### config.mk
export PLATFORM = sky130hd
export DESIGN_NAME = tpm2_frame_receiver_flat
export DESIGN_NICKNAME = d
export VERILOG_FILES = /design/src/tpm2fr_pkg.sv /design/src/tpm2fr_ifs.sv /design/src/tpm2fr_in_stage.sv /design/src/tpm2fr_parser.sv /design/src/tpm2fr_out_stage.sv /design/src/tpm2_frame_receiver.sv /design/src/flat_wrapper.sv
export VERILOG_INCLUDE_DIRS = /design/src /design/src/src
export SDC_FILE = /design/constraint.sdc
export NUM_CORES = 1
export LEC_CHECK = 0
export ABC_AREA = 1
export BUFFER_PORTS_ARGS = -buffer_cell sky130_fd_sc_hd__buf_2
export CORE_ASPECT_RATIO = 0.75
export CORE_MARGIN = 1
export CORE_UTILIZATION = 57
export CTS_CLUSTER_SIZE = 16
export DETAILED_ROUTE_END_ITERATION = 10
export PLACE_DENSITY = 0.78
export RECOVER_POWER = 50
export SYNTH_ARGS = -nofsm -noshare
export SYNTH_HDL_FRONTEND = slang
export SYNTH_HIERARCHICAL = 1
export SYNTH_SLANG_ARGS = --single-unit
### constraint.sdc
create_clock -name clk -period 3 [get_ports clk]
set_input_delay 0.6 -clock clk [delete_from_list [all_inputs] [get_ports clk]]
set_output_delay 0.6 -clock clk [all_outputs]
set_load 0.02 [all_outputs]
### src/tpm2_frame_receiver_macros.svh
// Assertion macros for the frame receiver.
// Used by the top level; the macros refer to the clk and rst_n signals in scope.
`ifndef TPM2_FRAME_RECEIVER_MACROS_SVH
`define TPM2_FRAME_RECEIVER_MACROS_SVH

// Same-cycle implication, checked outside reset.
`define TPM2FR_ASSERT_NOW(label, ante, cons, msg) \
  label: assert property (@(posedge clk) disable iff (!rst_n) (ante) |-> (cons)) \
    else $error(msg);

// Next-cycle implication, checked outside reset.
`define TPM2FR_ASSERT_NEXT(label, ante, cons, msg) \
  label: assert property (@(posedge clk) disable iff (!rst_n) (ante) |=> (cons)) \
    else $error(msg);

`endif

### src/tpm2fr_pkg.sv
// Shared types, codes and constants of the frame receiver.
// No dependencies; the stages, the parser, the top level and the testbench import it.
`timescale 1ns / 1ps

package tpm2fr_pkg;

  // Bytes in one report; bytes beyond this count are ignored.
  localparam int REPORT_BYTES = 64;
  localparam int POS_W        = $clog2(REPORT_BYTES + 1);

  localparam logic [7:0] SOF_BYTE   = 8'hC9;
  localparam logic [7:0] START_BYTE = 8'hDA;
  localparam logic [7:0] END_BYTE   = 8'h36;

  localparam logic [7:0] CMD_HELLO = 8'h11;
  localparam logic [7:0] CMD_BOOT  = 8'hB0;
  localparam logic [7:0] CMD_SCALE = 8'h5C;

  // Scale values need more payload bytes than this.
  localparam logic [5:0] SCALE_MIN_COUNT = 6'd15;
  localparam logic [5:0] MAX_PAYLOAD_RST = 6'd60;

  typedef enum logic [2:0] {
    PH_IDLE,
    PH_START,
    PH_LEN_HI,
    PH_LEN_LO,
    PH_PAYLOAD
  } phase_t;

  typedef enum logic [1:0] {
    EV_NONE,
    EV_COMPLETE,
    EV_BAD_END,
    EV_TOO_LONG
  } event_t;

  typedef enum logic [1:0] {
    ACT_NONE,
    ACT_HELLO,
    ACT_BOOT,
    ACT_SCALE
  } action_t;

  typedef struct packed {
    logic [7:0] rx_byte;
    logic       report_start;
  } item_t;

  typedef struct packed {
    logic       payload_valid;
    logic [5:0] payload_index;
    logic [7:0] payload_byte;
    event_t     frame_event;
    action_t    command_action;
    logic [5:0] frame_length;
  } result_t;

endpackage

### src/tpm2fr_ifs.sv
// Valid/ready channel interfaces for the received bytes and the parse results.
// No dependencies.
`timescale 1ns / 1ps

interface tpm2fr_in_if;
  logic       valid;
  logic       ready;
  logic [7:0] rx_byte;
  logic       report_start;

  modport source (output valid, output rx_byte, output report_start, input ready);
  modport sink   (input valid, input rx_byte, input report_start, output ready);
endinterface

interface tpm2fr_out_if;
  logic       valid;
  logic       ready;
  logic       payload_valid;
  logic [5:0] payload_index;
  logic [7:0] payload_byte;
  logic [1:0] frame_event;
  logic [1:0] command_action;
  logic [5:0] frame_length;

  modport source (output valid, output payload_valid, output payload_index,
                  output payload_byte, output frame_event, output command_action,
                  output frame_length, input ready);
  modport sink   (input valid, input payload_valid, input payload_index,
                  input payload_byte, input frame_event, input command_action,
                  input frame_length, output ready);
endinterface

### src/tpm2fr_in_stage.sv
// Input register of the frame receiver: holds one item ahead of the parser.
// Depends on tpm2fr_pkg.
`timescale 1ns / 1ps

module tpm2fr_in_stage (
  input  logic                clk,
  input  logic                rst_n,
  input  logic                in_valid,
  output logic                in_ready,
  input  tpm2fr_pkg::item_t   in_item,
  input  logic                take,
  output logic                held_valid,
  output tpm2fr_pkg::item_t   held_item
);
  import tpm2fr_pkg::*;

  logic  valid_r;
  item_t item_r;

  // The register may be refilled in the same cycle its item moves on.
  assign in_ready   = !valid_r || take;
  assign held_valid = valid_r;
  assign held_item  = item_r;

  always_ff @(posedge clk) begin
    if (!rst_n) begin
      valid_r <= 1'b0;
    end else if (in_ready) begin
      valid_r <= in_valid;
    end
  end

  always_ff @(posedge clk) begin
    if (in_ready && in_valid) begin
      item_r <= in_item;
    end
  end

endmodule

### src/tpm2fr_parser.sv
// Frame parser: state registers and the per-byte next-state and result logic.
// Depends on tpm2fr_pkg.
`timescale 1ns / 1ps

module tpm2fr_parser (
  input  logic                  clk,
  input  logic                  rst_n,
  input  logic                  step,
  input  tpm2fr_pkg::item_t     item,
  input  logic [5:0]            max_payload,
  output tpm2fr_pkg::result_t   res
);
  import tpm2fr_pkg::*;

  localparam logic [POS_W-1:0] POS_END = POS_W'(REPORT_BYTES);

  phase_t           phase_r, phase_nxt, phase_cur;
  logic [POS_W-1:0] pos_r, pos_nxt, pos_cur;
  logic [7:0]       len_hi_r, len_hi_nxt;
  logic [5:0]       len_r, len_nxt;
  logic [5:0]       count_r, count_nxt;
  logic [7:0]       cmd_r, cmd_nxt;
  result_t          res_c;
  logic [7:0]       b;

  assign b   = item.rx_byte;
  assign res = res_c;

  always_comb begin
    phase_cur  = item.report_start ? PH_IDLE : phase_r;
    pos_cur    = item.report_start ? '0 : pos_r;
    phase_nxt  = phase_cur;
    pos_nxt    = pos_cur;
    len_hi_nxt = len_hi_r;
    len_nxt    = len_r;
    count_nxt  = count_r;
    cmd_nxt    = cmd_r;
    res_c      = '0;

    if (pos_cur < POS_END) begin
      pos_nxt = pos_cur + POS_W'(1);
      case (phase_cur)
        PH_IDLE: begin
          if (b == SOF_BYTE) phase_nxt = PH_START;
        end
        PH_START: begin
          if (b == START_BYTE) phase_nxt = PH_LEN_HI;
        end
        PH_LEN_HI: begin
          len_hi_nxt = b;
          phase_nxt  = PH_LEN_LO;
        end
        PH_LEN_LO: begin
          if (len_hi_r == 8'd0 && b <= {2'b00, max_payload}) begin
            len_nxt   = b[5:0];
            count_nxt = '0;
            cmd_nxt   = '0;
            phase_nxt = PH_PAYLOAD;
          end else begin
            res_c.frame_event = EV_TOO_LONG;
            phase_nxt         = PH_IDLE;
          end
        end
        PH_PAYLOAD: begin
          if (count_r < len_r) begin
            if (count_r == 6'd0) cmd_nxt = b;
            res_c.payload_valid = 1'b1;
            res_c.payload_index = count_r;
            res_c.payload_byte  = b;
            count_nxt           = count_r + 6'd1;
          end else begin
            res_c.frame_length = count_r;
            if (b == END_BYTE) begin
              res_c.frame_event = EV_COMPLETE;
              if (cmd_r == CMD_HELLO && count_r != 6'd0) begin
                res_c.command_action = ACT_HELLO;
              end else if (cmd_r == CMD_BOOT) begin
                res_c.command_action = ACT_BOOT;
              end else if (cmd_r == CMD_SCALE && count_r > SCALE_MIN_COUNT) begin
                res_c.command_action = ACT_SCALE;
              end
            end else begin
              res_c.frame_event = EV_BAD_END;
            end
            phase_nxt = PH_IDLE;
          end
        end
        default: begin
          phase_nxt = PH_IDLE;
        end
      endcase
    end
  end

  always_ff @(posedge clk) begin
    if (!rst_n) begin
      phase_r <= PH_IDLE;
      pos_r   <= '0;
    end else if (step) begin
      phase_r <= phase_nxt;
      pos_r   <= pos_nxt;
    end
  end

  always_ff @(posedge clk) begin
    if (step) begin
      len_hi_r <= len_hi_nxt;
      len_r    <= len_nxt;
      count_r  <= count_nxt;
      cmd_r    <= cmd_nxt;
    end
  end

endmodule

### src/tpm2fr_out_stage.sv
// Result register of the frame receiver: holds one result until it is taken.
// Depends on tpm2fr_pkg.
`timescale 1ns / 1ps

module tpm2fr_out_stage (
  input  logic                  clk,
  input  logic                  rst_n,
  input  logic                  load_valid,
  input  tpm2fr_pkg::result_t   load_res,
  output logic                  free,
  output logic                  out_valid,
  input  logic                  out_ready,
  output tpm2fr_pkg::result_t   out_res
);
  import tpm2fr_pkg::*;

  logic    valid_r;
  result_t res_r;

  assign free      = !valid_r || out_ready;
  assign out_valid = valid_r;
  assign out_res   = res_r;

  always_ff @(posedge clk) begin
    if (!rst_n) begin
      valid_r <= 1'b0;
    end else if (free) begin
      valid_r <= load_valid;
    end
  end

  always_ff @(posedge clk) begin
    if (free && load_valid) begin
      res_r <= load_res;
    end
  end

endmodule

### src/tpm2_frame_receiver.sv
// Frame receiver for 64-byte reports. Bytes enter on in_ch one item per
// clock while out_ch is not stalled, and every accepted item gives exactly
// one result item on out_ch, in order. An item passes an input register,
// the parse logic and a result register, which holds its result on out_ch
// until it is taken. A frame is 0xC9, 0xDA, a big-endian 16-bit length,
// the payload and the end byte 0x36. Payload bytes come out with their
// index; an oversized length gives a too-long event, and the byte after
// the payload gives the frame event and, on a complete frame, the command
// action. A report start flag drops any frame in progress, and bytes past
// the report length are ignored. The maximum payload length resets to 60;
// the user must write it through cfg_we/cfg_wdata only while the block is
// idle, which the block does not enforce. Depends on tpm2fr_pkg, tpm2fr_ifs,
// tpm2_frame_receiver_macros.svh and tpm2fr_in_stage, _parser and _out_stage.
`timescale 1ns / 1ps

module tpm2_frame_receiver (
  input  logic                clk,
  input  logic                rst_n,
  tpm2fr_in_if.sink           in_ch,
  tpm2fr_out_if.source        out_ch,
  input  logic                cfg_we,
  input  logic [5:0]          cfg_wdata
);
  import tpm2fr_pkg::*;
  `include "tpm2_frame_receiver_macros.svh"

  logic [5:0] max_payload_r;
  item_t      in_item;
  item_t      held_item;
  logic       held_valid;
  logic       out_free;
  logic       step;
  result_t    parse_res;
  result_t    out_res;

  // Configuration register; the user must write it only while the block is idle, which the block does not enforce.
  always_ff @(posedge clk) begin
    if (!rst_n) begin
      max_payload_r <= MAX_PAYLOAD_RST;
    end else if (cfg_we) begin
      max_payload_r <= cfg_wdata;
    end
  end

  assign in_item.rx_byte      = in_ch.rx_byte;
  assign in_item.report_start = in_ch.report_start;

  // The held item is parsed, and the parser state advances, in the cycle it
  // moves into the result register.
  assign step = held_valid && out_free;

  tpm2fr_in_stage u_in_stage (
    .clk        (clk),
    .rst_n      (rst_n),
    .in_valid   (in_ch.valid),
    .in_ready   (in_ch.ready),
    .in_item    (in_item),
    .take       (out_free),
    .held_valid (held_valid),
    .held_item  (held_item)
  );

  tpm2fr_parser u_parser (
    .clk         (clk),
    .rst_n       (rst_n),
    .step        (step),
    .item        (held_item),
    .max_payload (max_payload_r),
    .res         (parse_res)
  );

  tpm2fr_out_stage u_out_stage (
    .clk        (clk),
    .rst_n      (rst_n),
    .load_valid (held_valid),
    .load_res   (parse_res),
    .free       (out_free),
    .out_valid  (out_ch.valid),
    .out_ready  (out_ch.ready),
    .out_res    (out_res)
  );

  assign out_ch.payload_valid  = out_res.payload_valid;
  assign out_ch.payload_index  = out_res.payload_index;
  assign out_ch.payload_byte   = out_res.payload_byte;
  assign out_ch.frame_event    = out_res.frame_event;
  assign out_ch.command_action = out_res.command_action;
  assign out_ch.frame_length   = out_res.frame_length;

  // A payload byte never carries a frame event.
  `TPM2FR_ASSERT_NOW(a_payload_no_event, out_ch.valid && out_ch.payload_valid, out_res.frame_event == EV_NONE, "payload item carries a frame event")
  // A command action only accompanies a complete frame.
  `TPM2FR_ASSERT_NOW(a_action_on_complete, out_ch.valid && out_res.command_action != ACT_NONE, out_res.frame_event == EV_COMPLETE, "command action without complete frame")
  // With both registers full and the output stalled, no further item is taken.
  `TPM2FR_ASSERT_NOW(a_full_backpressure, held_valid && out_ch.valid && !out_ch.ready, !in_ch.ready, "input accepted while pipeline is full")
  // A held item always leaves when the result register is free.
  `TPM2FR_ASSERT_NEXT(a_step_loads_out, step, out_ch.valid, "parsed item did not reach the result register")

endmodule

### src/flat_wrapper.sv
// flat-port wrapper written by rule: the top's interface ports become plain ports
module tpm2_frame_receiver_flat import tpm2fr_pkg::*;
  (clk, rst_n, cfg_we, cfg_wdata, in_ch_valid, in_ch_rx_byte, in_ch_report_start, in_ch_ready, out_ch_valid, out_ch_payload_valid, out_ch_payload_index, out_ch_payload_byte, out_ch_frame_event, out_ch_command_action, out_ch_frame_length, out_ch_ready);
  tpm2fr_in_if in_ch_i ();
  tpm2fr_out_if out_ch_i ();
  input  logic clk;
  input  logic rst_n;
  input  logic cfg_we;
  input  logic [5:0] cfg_wdata;
  input wire logic [$bits(in_ch_i.valid)-1:0] in_ch_valid;
  input wire logic [$bits(in_ch_i.rx_byte)-1:0] in_ch_rx_byte;
  input wire logic [$bits(in_ch_i.report_start)-1:0] in_ch_report_start;
  output wire logic [$bits(in_ch_i.ready)-1:0] in_ch_ready;
  output wire logic [$bits(out_ch_i.valid)-1:0] out_ch_valid;
  output wire logic [$bits(out_ch_i.payload_valid)-1:0] out_ch_payload_valid;
  output wire logic [$bits(out_ch_i.payload_index)-1:0] out_ch_payload_index;
  output wire logic [$bits(out_ch_i.payload_byte)-1:0] out_ch_payload_byte;
  output wire logic [$bits(out_ch_i.frame_event)-1:0] out_ch_frame_event;
  output wire logic [$bits(out_ch_i.command_action)-1:0] out_ch_command_action;
  output wire logic [$bits(out_ch_i.frame_length)-1:0] out_ch_frame_length;
  input wire logic [$bits(out_ch_i.ready)-1:0] out_ch_ready;
  assign in_ch_i.valid = in_ch_valid;
  assign in_ch_i.rx_byte = in_ch_rx_byte;
  assign in_ch_i.report_start = in_ch_report_start;
  assign in_ch_ready = in_ch_i.ready;
  assign out_ch_valid = out_ch_i.valid;
  assign out_ch_payload_valid = out_ch_i.payload_valid;
  assign out_ch_payload_index = out_ch_i.payload_index;
  assign out_ch_payload_byte = out_ch_i.payload_byte;
  assign out_ch_frame_event = out_ch_i.frame_event;
  assign out_ch_command_action = out_ch_i.command_action;
  assign out_ch_frame_length = out_ch_i.frame_length;
  assign out_ch_i.ready = out_ch_ready;
  tpm2_frame_receiver u_core (.clk(clk), .rst_n(rst_n), .in_ch(in_ch_i), .out_ch(out_ch_i), .cfg_we(cfg_we), .cfg_wdata(cfg_wdata));
endmodule
==> metrics.md, run 1 <==
| Metric | Value |
|---|---|
| CTS Buf Count | `9` |
| Antenna Nets Post-Route | `0` |
| Largest net degree at the start of global routing | `26` |
| Post-CTS setup buffers | `0` |
| Worst VDD drop | `0.000343 V` |
| Layout fillers | `465` |
| Final period demand of the worst path | `2.45 ns` |
| Synthesized area | `0.00369 mm2` |
| Row cnt | `24` |
| Die area | `0.00680 mm2` |
| Level count of the clock H-tree | `3` |
| Clock tree skew after final layout | `0.0151 ns` |
| Count of pins over their slew limit | `0` |
| Crit path capture type | `flip-flop` |
| Final setup violating endpoints | `0` |
| Area of the placeable core | `0.00604 mm2` |
| Length of the first detailed-routing pass in iterations | `5` |
| Commonest non-fill, non-tap cell in the layout | `edfxtp_1` |
| Latest clock arrival within the worst-skew pair | `0.35 ns` |
| Clock Pin Slew Worst Setup and Hold Paths | `0.08 ns` |
| First element of the critical path | `u_core/u_in_stage/held_item[0]` |
| Fraction of the mapped netlist area in compound gates | `6.85%` |
| Vias after detailed routing | `2,625` |
| Most used cells in the layout excluding fill and tap cells | `edfxtp_1 (62), inv_1 (60), nand2_1 (47), nor2_1 (36), clkbuf_1 (28)` |
| Hold buffer count at cts | `0` |
| Worst R2R Setup Slack | `0.55 ns` |
| Synth-to-Final Area Change | `13.4%` |
| HP Class | `in -> reg` |
| Warning count from the yosys run | `6` |
| Unique cell type count in the Yosys netlist | `32` |
| Detailed placement HPWL | `5.15 mm` |
| Number of antenna violations at the first check in global routing | `0` |
| Final-report hold violation count | `0` |
| Die extent in x | `94.9 um` |
| Number of placed I/O pins | `47` |
| CTS tree | `built` |
| Layout Nets | `445` |
| Vias in the first global route | `2,528` |
| # port buffers | `46` |
| Count of antenna diodes in the layout | `0` |
| TritonCTS sink count | `80` |
| Synth Area in Simple Gates | `20.4%` |
| Weighted congestion reported at the end of routability-driven placement | `0.858` |
| Mux share of post-synthesis cell area | `0%` |
| Areal power density over the cells | `551 mW/mm2` |
| Maximum fanout along the worst path | `13` |
| Fmax | `0.408 GHz` |
| Vias per cell | `5.31` |
| Pleak | `1.72 nW` |
| Relative max-transition margin | `7.82%` |
| Top FF cell, synth | `edfxtp_1` |
| Average cell area after synthesis | `10.4 um2` |
| Wire length of the first global-routing pass | `11.8 mm` |
| Largest family of logic cells by synthesized area | `simple AND/OR/NAND/NOR gates` |
| Source of the worst register-to-register timing path | `u_core/u_in_stage/held_item[0]` |
| Grt total ovfl | `0` |
| Final cycle utilization of the critical path | `81.7%` |
| Actual slew at the worst max-slew pin | `1.38 ns` |
| Total global routing track utilization | `23.4%` |
| Number of enable-type register cells in the synthesized netlist | `62` |
| Start point of the worst min-delay path | `in_ch_rx_byte[2]` |
| Critical path arrival | `2.50 ns` |
| Die Ht | `71.7 um` |
| Proportion of layout cells with a drive suffix above 1 | `16.1%` |
| Xor/xnor cell area share of the yosys netlist | `0%` |
| Setup repair after global routing missed its margin | `false` |
| Flip-flop and latch count after synthesis | `80` |
| Share of flip-flops with an asynchronous set or reset | `0%` |
| Number of DRC violations after detailed-routing iteration 0 | `139` |
| Net count after synthesis | `390` |
| Utilization of the core after routing | `69.3%` |
| Portion of the post-synthesis area used by sequential elements | `60.3%` |
| WS Path Type | `reg -> reg` |
| WL/cell | `14.3 um` |
| DRC | `0` |
| Routed wire length | `7.09 mm` |
| Total negative setup slack | `0 ns` |
| Cell count after synthesis | `356` |
| Data required time at the worst endpoint | `3.05 ns` |
| Adder-cell area share of the yosys netlist | `4.75%` |
| Initial Utilization | `61.1%` |
| Post-cts gate resize count | `0` |
| Launching element type of the critical path | `flip-flop` |
| Number of buffers between clock root and the deepest sink | `2` |
| Clock root cell | `clkbuf_8` |
| Outcome | `finished, final reports clean` |
| Max-capacitance violation count | `0` |
sequential cells by signal, summed over array words and instances (netlist names):
name and cells:
u_core/u_out_stage/out_res 25, u_core/u_in_stage/held_item 9, u_core/u_parser/cmd_r 8, u_core/u_parser/len_hi_r 8
u_core/u_parser/pos_r 7, u_core/max_payload_r 6, u_core/u_parser/count_r 6, u_core/u_parser/len_r 6
u_core/u_parser/phase_r 3, u_core/u_in_stage/held_valid 1, u_core/u_out_stage/out_valid 1
critical path, cell delays in order (launching register included):
cell,delay (ns)
edfxtp_1,0.61
inv_1,0.14
nand2_1,0.11
inv_1,0.07
nand2_1,0.40
clkinv_4,0.19
nand2_4,0.17
nand3_1,0.11
a21oi_1,0.15
buf_4,0.20
metrics by stage:
step | cells | instance area, um2 | hold slack, ns | setup WS, ns | total power (W)
floorplan | 356 | 3690 | 0.429 | 0.717 | 0.00138
global placement | 478 | 4000 | 0.444 | 0.648 | 0.00143
detailed placement | 478 | 4000 | 0.445 | 0.555 | 0.00144
CTS | 494 | 4230 | 0.412 | 0.794 | 0.00233
global route | 494 | 4180 | 0.402 | 0.353 | 0.00240
finish | 494 | 4180 | 0.426 | 0.550 | 0.00231
synth_stat cells, types with 4 or more instances:
library cell | count | share of area, %
edfxtp_1 | 62 | 50
inv_1 | 57 | 5.8
nand2_1 | 46 | 4.7
nor2_1 | 36 | 3.7
a21oi_1 | 24 | 3.3
dfxtp_1 | 18 | 9.8
nand3_1 | 17 | 2.3
ha_1 | 14 | 4.8
nor3_1 | 12 | 1.6
nor2_2 | 11 | 1.9
nand4_1 | 9 | 1.5
o21ai_0 | 9 | 1.2
inv_2 | 7 | 0.71
nand2_2 | 5 | 0.85
nor2_4 | 4 | 1.2
final cells by class:
cell class | count | area [um2] | area share (%)
clock inverters | 4 | 76.3 | 1.83
flip-flops and latches | 80 | 2220 | 53.1
multi-input cells | 207 | 1170 | 28.0
clock buffers | 12 | 155 | 3.71
repair buffers | 48 | 209 | 5.00
inverters | 65 | 249 | 5.95
well taps | 78 | 97.6 | 2.33
cell families (layout without fill, tap and decap cells):
| kind of cell | after synthesis | count (layout) |
|---|---|---|
| DFF | 80 | 80 |
| adders and majority gates | 14 | 14 |
| AOI/OAI and AO/OA | 43 | 43 |
| buffers and inverters | 69 | 129 |
| and+or+nand+nor | 150 | 150 |
worst paths after layout:
kind                                    endpoint  depth (start not counted)
setup / recovery        u_core/u_parser/cmd_r[2]                          9
hold / removal    u_core/u_in_stage/held_item[3]                          1
setup reg to reg        u_core/u_parser/cmd_r[2]                          9
hold reg to reg          u_core/max_payload_r[3]                          2
metal layers:
layer	global-route usage, %	share of wire [%]	routed length, um
met1	30.3	45	3200
met4	9.60	2.2	159
met3	6.90	6.8	479
met2	37.1	46	3250
met5	0	0	0
power by group:
part	total [W]	internal, W	switching (W)	leakage, nW
registers	0.00125	0.00123	0.0000264	0.740
clock network	0.000897	0.000518	0.000379	0.113
logic	0.000155	0.0000474	0.000108	0.871
total	0.00231	0.00179	0.000513	1.72
Note: power is estimated with default switching activity, not from simulation.
==> run 2, diff against run 1 <==
==> constraint.sdc (replaced) <==
create_clock -name clk -period 2.5 [get_ports clk]
set_input_delay 0.5 -clock clk [delete_from_list [all_inputs] [get_ports clk]]
set_output_delay 0.5 -clock clk [all_outputs]
set_load 0.02 [all_outputs]
==> metrics.md, run 2 (synthesis results as in run 1) <==
| Metric | Value |
|---|---|
| Vias after detailed routing | `2,672` |
| DRC | `0` |
| Data required time at the worst endpoint | `2.58 ns` |
| Failing checks | `capacitance limit, slew limit` |
| Flip-flop count of the largest register, all copies and words added | `25` |
| Fmax | `0.461 GHz` |
| Crit. path cell count | `15` |
| Die Ht | `71.7 um` |
| Outcome | `finished with violations` |
| Post-CTS setup buffers | `0` |
| Hold buffer count at cts | `0` |
| Initial Utilization | `61.1%` |
| Clock tree skew after final layout | `0.0104 ns` |
| Areal power density over the cells | `698 mW/mm2` |
| Wire length of the first global-routing pass | `12.2 mm` |
| Vias per cell | `5.38` |
| Antenna Nets Post-Route | `0` |
| Layout Nets | `448` |
| Routed wire length | `7.25 mm` |
| Relative max-transition margin | `-0.194%` |
| Number of placed I/O pins | `47` |
| Length of the first detailed-routing pass in iterations | `5` |
| Weighted congestion reported at the end of routability-driven placement | `0.907` |
| WS Path Type | `reg -> reg` |
| Largest net degree at the start of global routing | `26` |
| Die area | `0.00680 mm2` |
| Worst path cell trace | `inv_1, ha_1, inv_1, nand2_1, nand2_1, nand2_1, nand2_1, nand2_1, nand2_1, nand2_1, nand2_1, nand2_1, nand3_1, a21oi_1, buf_4` |
| Total global routing track utilization | `24.0%` |
| Vias in the first global route | `2,563` |
| Maximum fanout along the worst path | `8` |
| Final cycle utilization of the critical path | `86.7%` |
| Crit-path max cell delay | `0.50 ns` |
| Setup repair after global routing missed its margin | `false` |
| Crit path capture type | `flip-flop` |
| Synth-to-Final Area Change | `15.1%` |
| Final-report hold violation count | `0` |
| Most used cells in the layout excluding fill and tap cells | `edfxtp_1 (62), inv_1 (58), nand2_1 (47), nor2_1 (36)` |
| Cell type with the highest occurrence count on the critical path | `nand2_1` |
| WL/cell | `14.6 um` |
| # port buffers | `46` |
| Worst VDD drop | `0.000475 V` |
| Level count of the clock H-tree | `3` |
| Launching element type of the critical path | `flip-flop` |
| Number of DRC violations after detailed-routing iteration 0 | `165` |
| CTS Buf Count | `9` |
| Actual slew at the worst max-slew pin | `1.50 ns` |
| Largest delay contributor family on the critical path | `simple AND/OR/NAND/NOR gates` |
| Area of the placeable core | `0.00604 mm2` |
| TritonCTS sink count | `80` |
| Number of antenna violations at the first check in global routing | `0` |
| Number of buffers between clock root and the deepest sink | `2` |
| Grt total ovfl | `0` |
| Detailed placement HPWL | `5.08 mm` |
| Max-capacitance violation count | `1` |
| Length in cells of the worst reg-to-reg path | `15` |
| Post-Place Setup Slack | `0.292 ns` |
| Count of pins over their slew limit | `25` |
| Latest clock arrival within the worst-skew pair | `0.36 ns` |
| Master of the slowest instance on the critical path | `edfxtp_1` |
| Buffers & Inverters on Critical Path | `3` |
| Proportion of layout cells with a drive suffix above 1 | `18.1%` |
| Critical path arrival | `2.25 ns` |
| Final setup violating endpoints | `0` |
| Total negative setup slack | `0 ns` |
| Post-cts gate resize count | `0` |
| Row cnt | `24` |
| Commonest non-fill, non-tap cell in the layout | `edfxtp_1` |
| CTS tree | `built` |
| Minimum setup slack in the final design | `0.332 ns` |
| Worst Hold Depth | `1` |
| Die extent in x | `94.9 um` |
| Pleak | `1.77 nW` |
| Clock Pin Slew Worst Setup and Hold Paths | `0.08 ns` |
| Final period demand of the worst path | `2.17 ns` |
| Clock root cell | `clkbuf_8` |
| HP Class | `in -> reg` |
| Count of antenna diodes in the layout | `0` |
run 2: cell types whose count changed in the layout (fill, tap and decap cells not counted), sizes merged:
| cell | change |
|---|---|
| buf | +7 |
| clkbuf | -6 |
| clkinvlp | -1 |
| clkinv | +1 |
| bufinv | +2 |
run 2: worst paths after layout:
check                            startpoint                              to  slack, ns
min                      in_ch_report_start  u_core/u_in_stage/held_item[0]       0.31
min reg2reg         u_core/max_payload_r[4]         u_core/max_payload_r[4]       0.47
max reg2reg  u_core/u_in_stage/held_item[1]        u_core/u_parser/cmd_r[7]       0.33
max          u_core/u_in_stage/held_item[1]        u_core/u_parser/cmd_r[7]       0.33
run 2: layer usage:
metal / up-vias / GRT usage [%] / wire, um
li1: 1314 / - / -
met1: 1255 / 31.8 / 3250
met2: 93 / 39.2 / 3490
met3: 10 / 6.79 / 408
met4: 0 / 6.06 / 99
met5: - / 0 / 0
run 2: metrics by stage:
stage                     util, %  cells  hold WS (ns)  instance area (um2)  power (W)
final                        70.3    497         0.311                 4240    0.00296
after detailed placement     66.6    481         0.449                 4020    0.00173
after global placement       66.6    481         0.446                 4020    0.00172
after CTS                    71.0    497         0.300                 4290    0.00298
after floorplan                 -    356         0.429                 3690    0.00166
after global routing         70.3    497         0.295                 4240    0.00305
run 2: layout make-up:
| class | instances | area [um2] |
|---|---|---|
| Multi-Input combinational cell | 207 | 1170 |
| Tap cell | 78 | 97.6 |
| Fill cell | 469 | 1790 |
| Clock buffer | 10 | 128 |
| Clock inverter | 6 | 140 |
| Sequential cell | 80 | 2220 |
| Inverter | 65 | 249 |
| Timing Repair Buffer | 51 | 234 |
run 2: report_power, final:
group	internal (W)	switching, W
registers	0.00147	0.0000316
clock network	0.000773	0.000490
logic	0.0000587	0.000133
total	0.00230	0.000655
==> run 3, diff against run 2 <==
--- a/config.mk
+++ b/config.mk
@@ -10,10 +10,11 @@
 export BUFFER_PORTS_ARGS = -buffer_cell sky130_fd_sc_hd__buf_2
 export CORE_ASPECT_RATIO = 0.75
 export CORE_MARGIN = 1
-export CORE_UTILIZATION = 57
+export CORE_UTILIZATION = 60
+export CTS_BUF_LIST = sky130_fd_sc_hd__clkbuf_8
 export CTS_CLUSTER_SIZE = 16
 export DETAILED_ROUTE_END_ITERATION = 10
-export PLACE_DENSITY = 0.78
+export PLACE_DENSITY = 0.81
 export RECOVER_POWER = 50
 export SYNTH_ARGS = -nofsm -noshare
 export SYNTH_HDL_FRONTEND = slang
==> metrics.md, run 3 (synthesis results as in run 1) <==
| Metric | Value |
|---|---|
| Outcome | `finished, final reports clean` |
| Post-CTS setup buffers | `0` |
| Master of the slowest instance on the critical path | `edfxtp_1` |
| Launching element type of the critical path | `flip-flop` |
| Die Ht | `69.9 um` |
| Routed wire length | `6.74 mm` |
| Flip-flop count of the largest register, all copies and words added | `25` |
| Setup repair after global routing missed its margin | `false` |
| Number of DRC violations after detailed-routing iteration 0 | `112` |
| TritonCTS sink count | `80` |
| Commonest non-fill, non-tap cell in the layout | `edfxtp_1` |
| Final setup violating endpoints | `0` |
| Largest net degree at the start of global routing | `26` |
| Detailed placement HPWL | `4.97 mm` |
| Worst path cell trace | `ha_1, nand2_1, nor2_1, nand4_1, nand2_1, nand2_1, nand2_1, nand3_1, a21oi_1, buf_4` |
| Largest delay contributor family on the critical path | `simple AND/OR/NAND/NOR gates` |
| Hold buffer count at cts | `0` |
| Grt total ovfl | `0` |
| Crit-path max cell delay | `0.46 ns` |
| Cell type with the highest occurrence count on the critical path | `nand2_1` |
| Initial Utilization | `63.0%` |
| WS Path Type | `reg -> reg` |
| Areal power density over the cells | `622 mW/mm2` |
| Proportion of layout cells with a drive suffix above 1 | `18.1%` |
| Pleak | `1.74 nW` |
| Max-capacitance violation count | `0` |
| Buffers & Inverters on Critical Path | `1` |
| Met2 layer wire length in the routed design | `3.10 mm` |
| Area of the placeable core | `0.00586 mm2` |
| Clock Pin Slew Worst Setup and Hold Paths | `0.07 ns` |
| Vias after detailed routing | `2,574` |
| Most used cells in the layout excluding fill and tap cells | `edfxtp_1 (62), inv_1 (61), nand2_1 (47), nor2_1 (36), buf_2 (26)` |
| Length of routed met3 wiring | `493 um` |
| Weighted congestion reported at the end of routability-driven placement | `0.851` |
| Clock tree skew after final layout | `0.0154 ns` |
| Count of pins over their slew limit | `0` |
| Vias in the first global route | `2,546` |
| Crit path capture type | `flip-flop` |
| HP Class | `in -> reg` |
| CTS tree | `built` |
| Number of placed I/O pins | `47` |
| Cell count after placement | `482` |
| Worst VDD drop | `0.000373 V` |
| Die extent in x | `92.5 um` |
| Layout Nets | `449` |
| CTS Buf Count | `9` |
| Number of buffers between clock root and the deepest sink | `2` |
| Wire length of the first global-routing pass | `11.3 mm` |
| Clock root cell | `clkbuf_8` |
| Vias per cell | `5.17` |
| Row cnt | `24` |
| Data required time at the worst endpoint | `2.56 ns` |
| Antenna Nets Post-Route | `0` |
| Layout fillers | `452` |
| Maximum fanout along the worst path | `8` |
| WL/cell | `13.5 um` |
| Hold Worst Slack | `0.322 ns` |
| DRC | `0` |
| Uppermost layer routed | `met4` |
| Number of antenna violations at the first check in global routing | `0` |
| Length of the first detailed-routing pass in iterations | `4` |
| Relative max-transition margin | `1.42%` |
| Final period demand of the worst path | `2.16 ns` |
| Final-report hold violation count | `0` |
| Actual slew at the worst max-slew pin | `1.48 ns` |
| Count of antenna diodes in the layout | `0` |
| Critical path arrival | `2.23 ns` |
| Total negative setup slack | `0 ns` |
| Post-cts gate resize count | `0` |
| Latest clock arrival within the worst-skew pair | `0.36 ns` |
| Die area | `0.00647 mm2` |
| # port buffers | `46` |
| Final cycle utilization of the critical path | `86.6%` |
| Total global routing track utilization | `23.2%` |
| Post-layout instance count excluding filler cells | `498` |
| Fmax | `0.462 GHz` |
| Synth-to-Final Area Change | `13.1%` |
| Level count of the clock H-tree | `3` |
| Sum of routed wire segments on met1 | `3.01 mm` |
## run 3: cell types whose count changed in the layout (fill, tap and decap cells not counted), sizes merged
cell,change
bufinv,-3
inv,+2
buf,+1
clkbuf,-1
clkinv,+1
clkinvlp,+1
## run 3: final timing paths
kind                                                      from                              to  slack, ns  cells after the start
worst min-delay path                          in_ch_rx_byte[1]  u_core/u_in_stage/held_item[2]       0.32                      1
worst max-delay path            u_core/u_in_stage/held_item[6]        u_core/u_parser/cmd_r[1]       0.34                     10
worst max register to register  u_core/u_in_stage/held_item[6]        u_core/u_parser/cmd_r[1]       0.34                     10
worst min register to register         u_core/max_payload_r[2]         u_core/max_payload_r[2]       0.46                      2
## run 3: final cells by class
class                      count  area [um2]  area share (%)
clock inverter                 7        63.8            1.53
multi-input combinational    207        1180            28.2
clock buffer                   9         124            2.97
timing repair buffer          52         239            5.73
inverter                      65         249            5.97
sequential                    80        2220            53.3
tap                           78        97.6            2.34
## run 3: layer usage
layer  global-route usage [%]  vias up
met5                        0        -
met1                     28.8     1157
met3                     6.86       16
li1                         -     1315
met4                     10.8        0
met2                     37.7       86
## run 3: report_power, final
part	total, W	internal [W]	switching, W
combinational	0.000191	0.0000591	0.000132
sequential	0.00150	0.00147	0.0000302
clock	0.000902	0.000454	0.000448
total	0.00260	0.00199	0.000611
## run 3: stage by stage
| stage | utilization (%) | power (W) | area [um2] | setup WS (ns) |
|---|---|---|---|---|
| after floorplan | - | 0.00166 | 3690 | 0.307 |
| after global placement | 68.8 | 0.00172 | 4030 | 0.380 |
| after detailed placement | 68.8 | 0.00173 | 4030 | 0.307 |
| after CTS | 72.0 | 0.00263 | 4210 | 0.349 |
| after global routing | 71.2 | 0.00269 | 4170 | 0.153 |
| final | 71.2 | 0.00260 | 4170 | 0.335 |
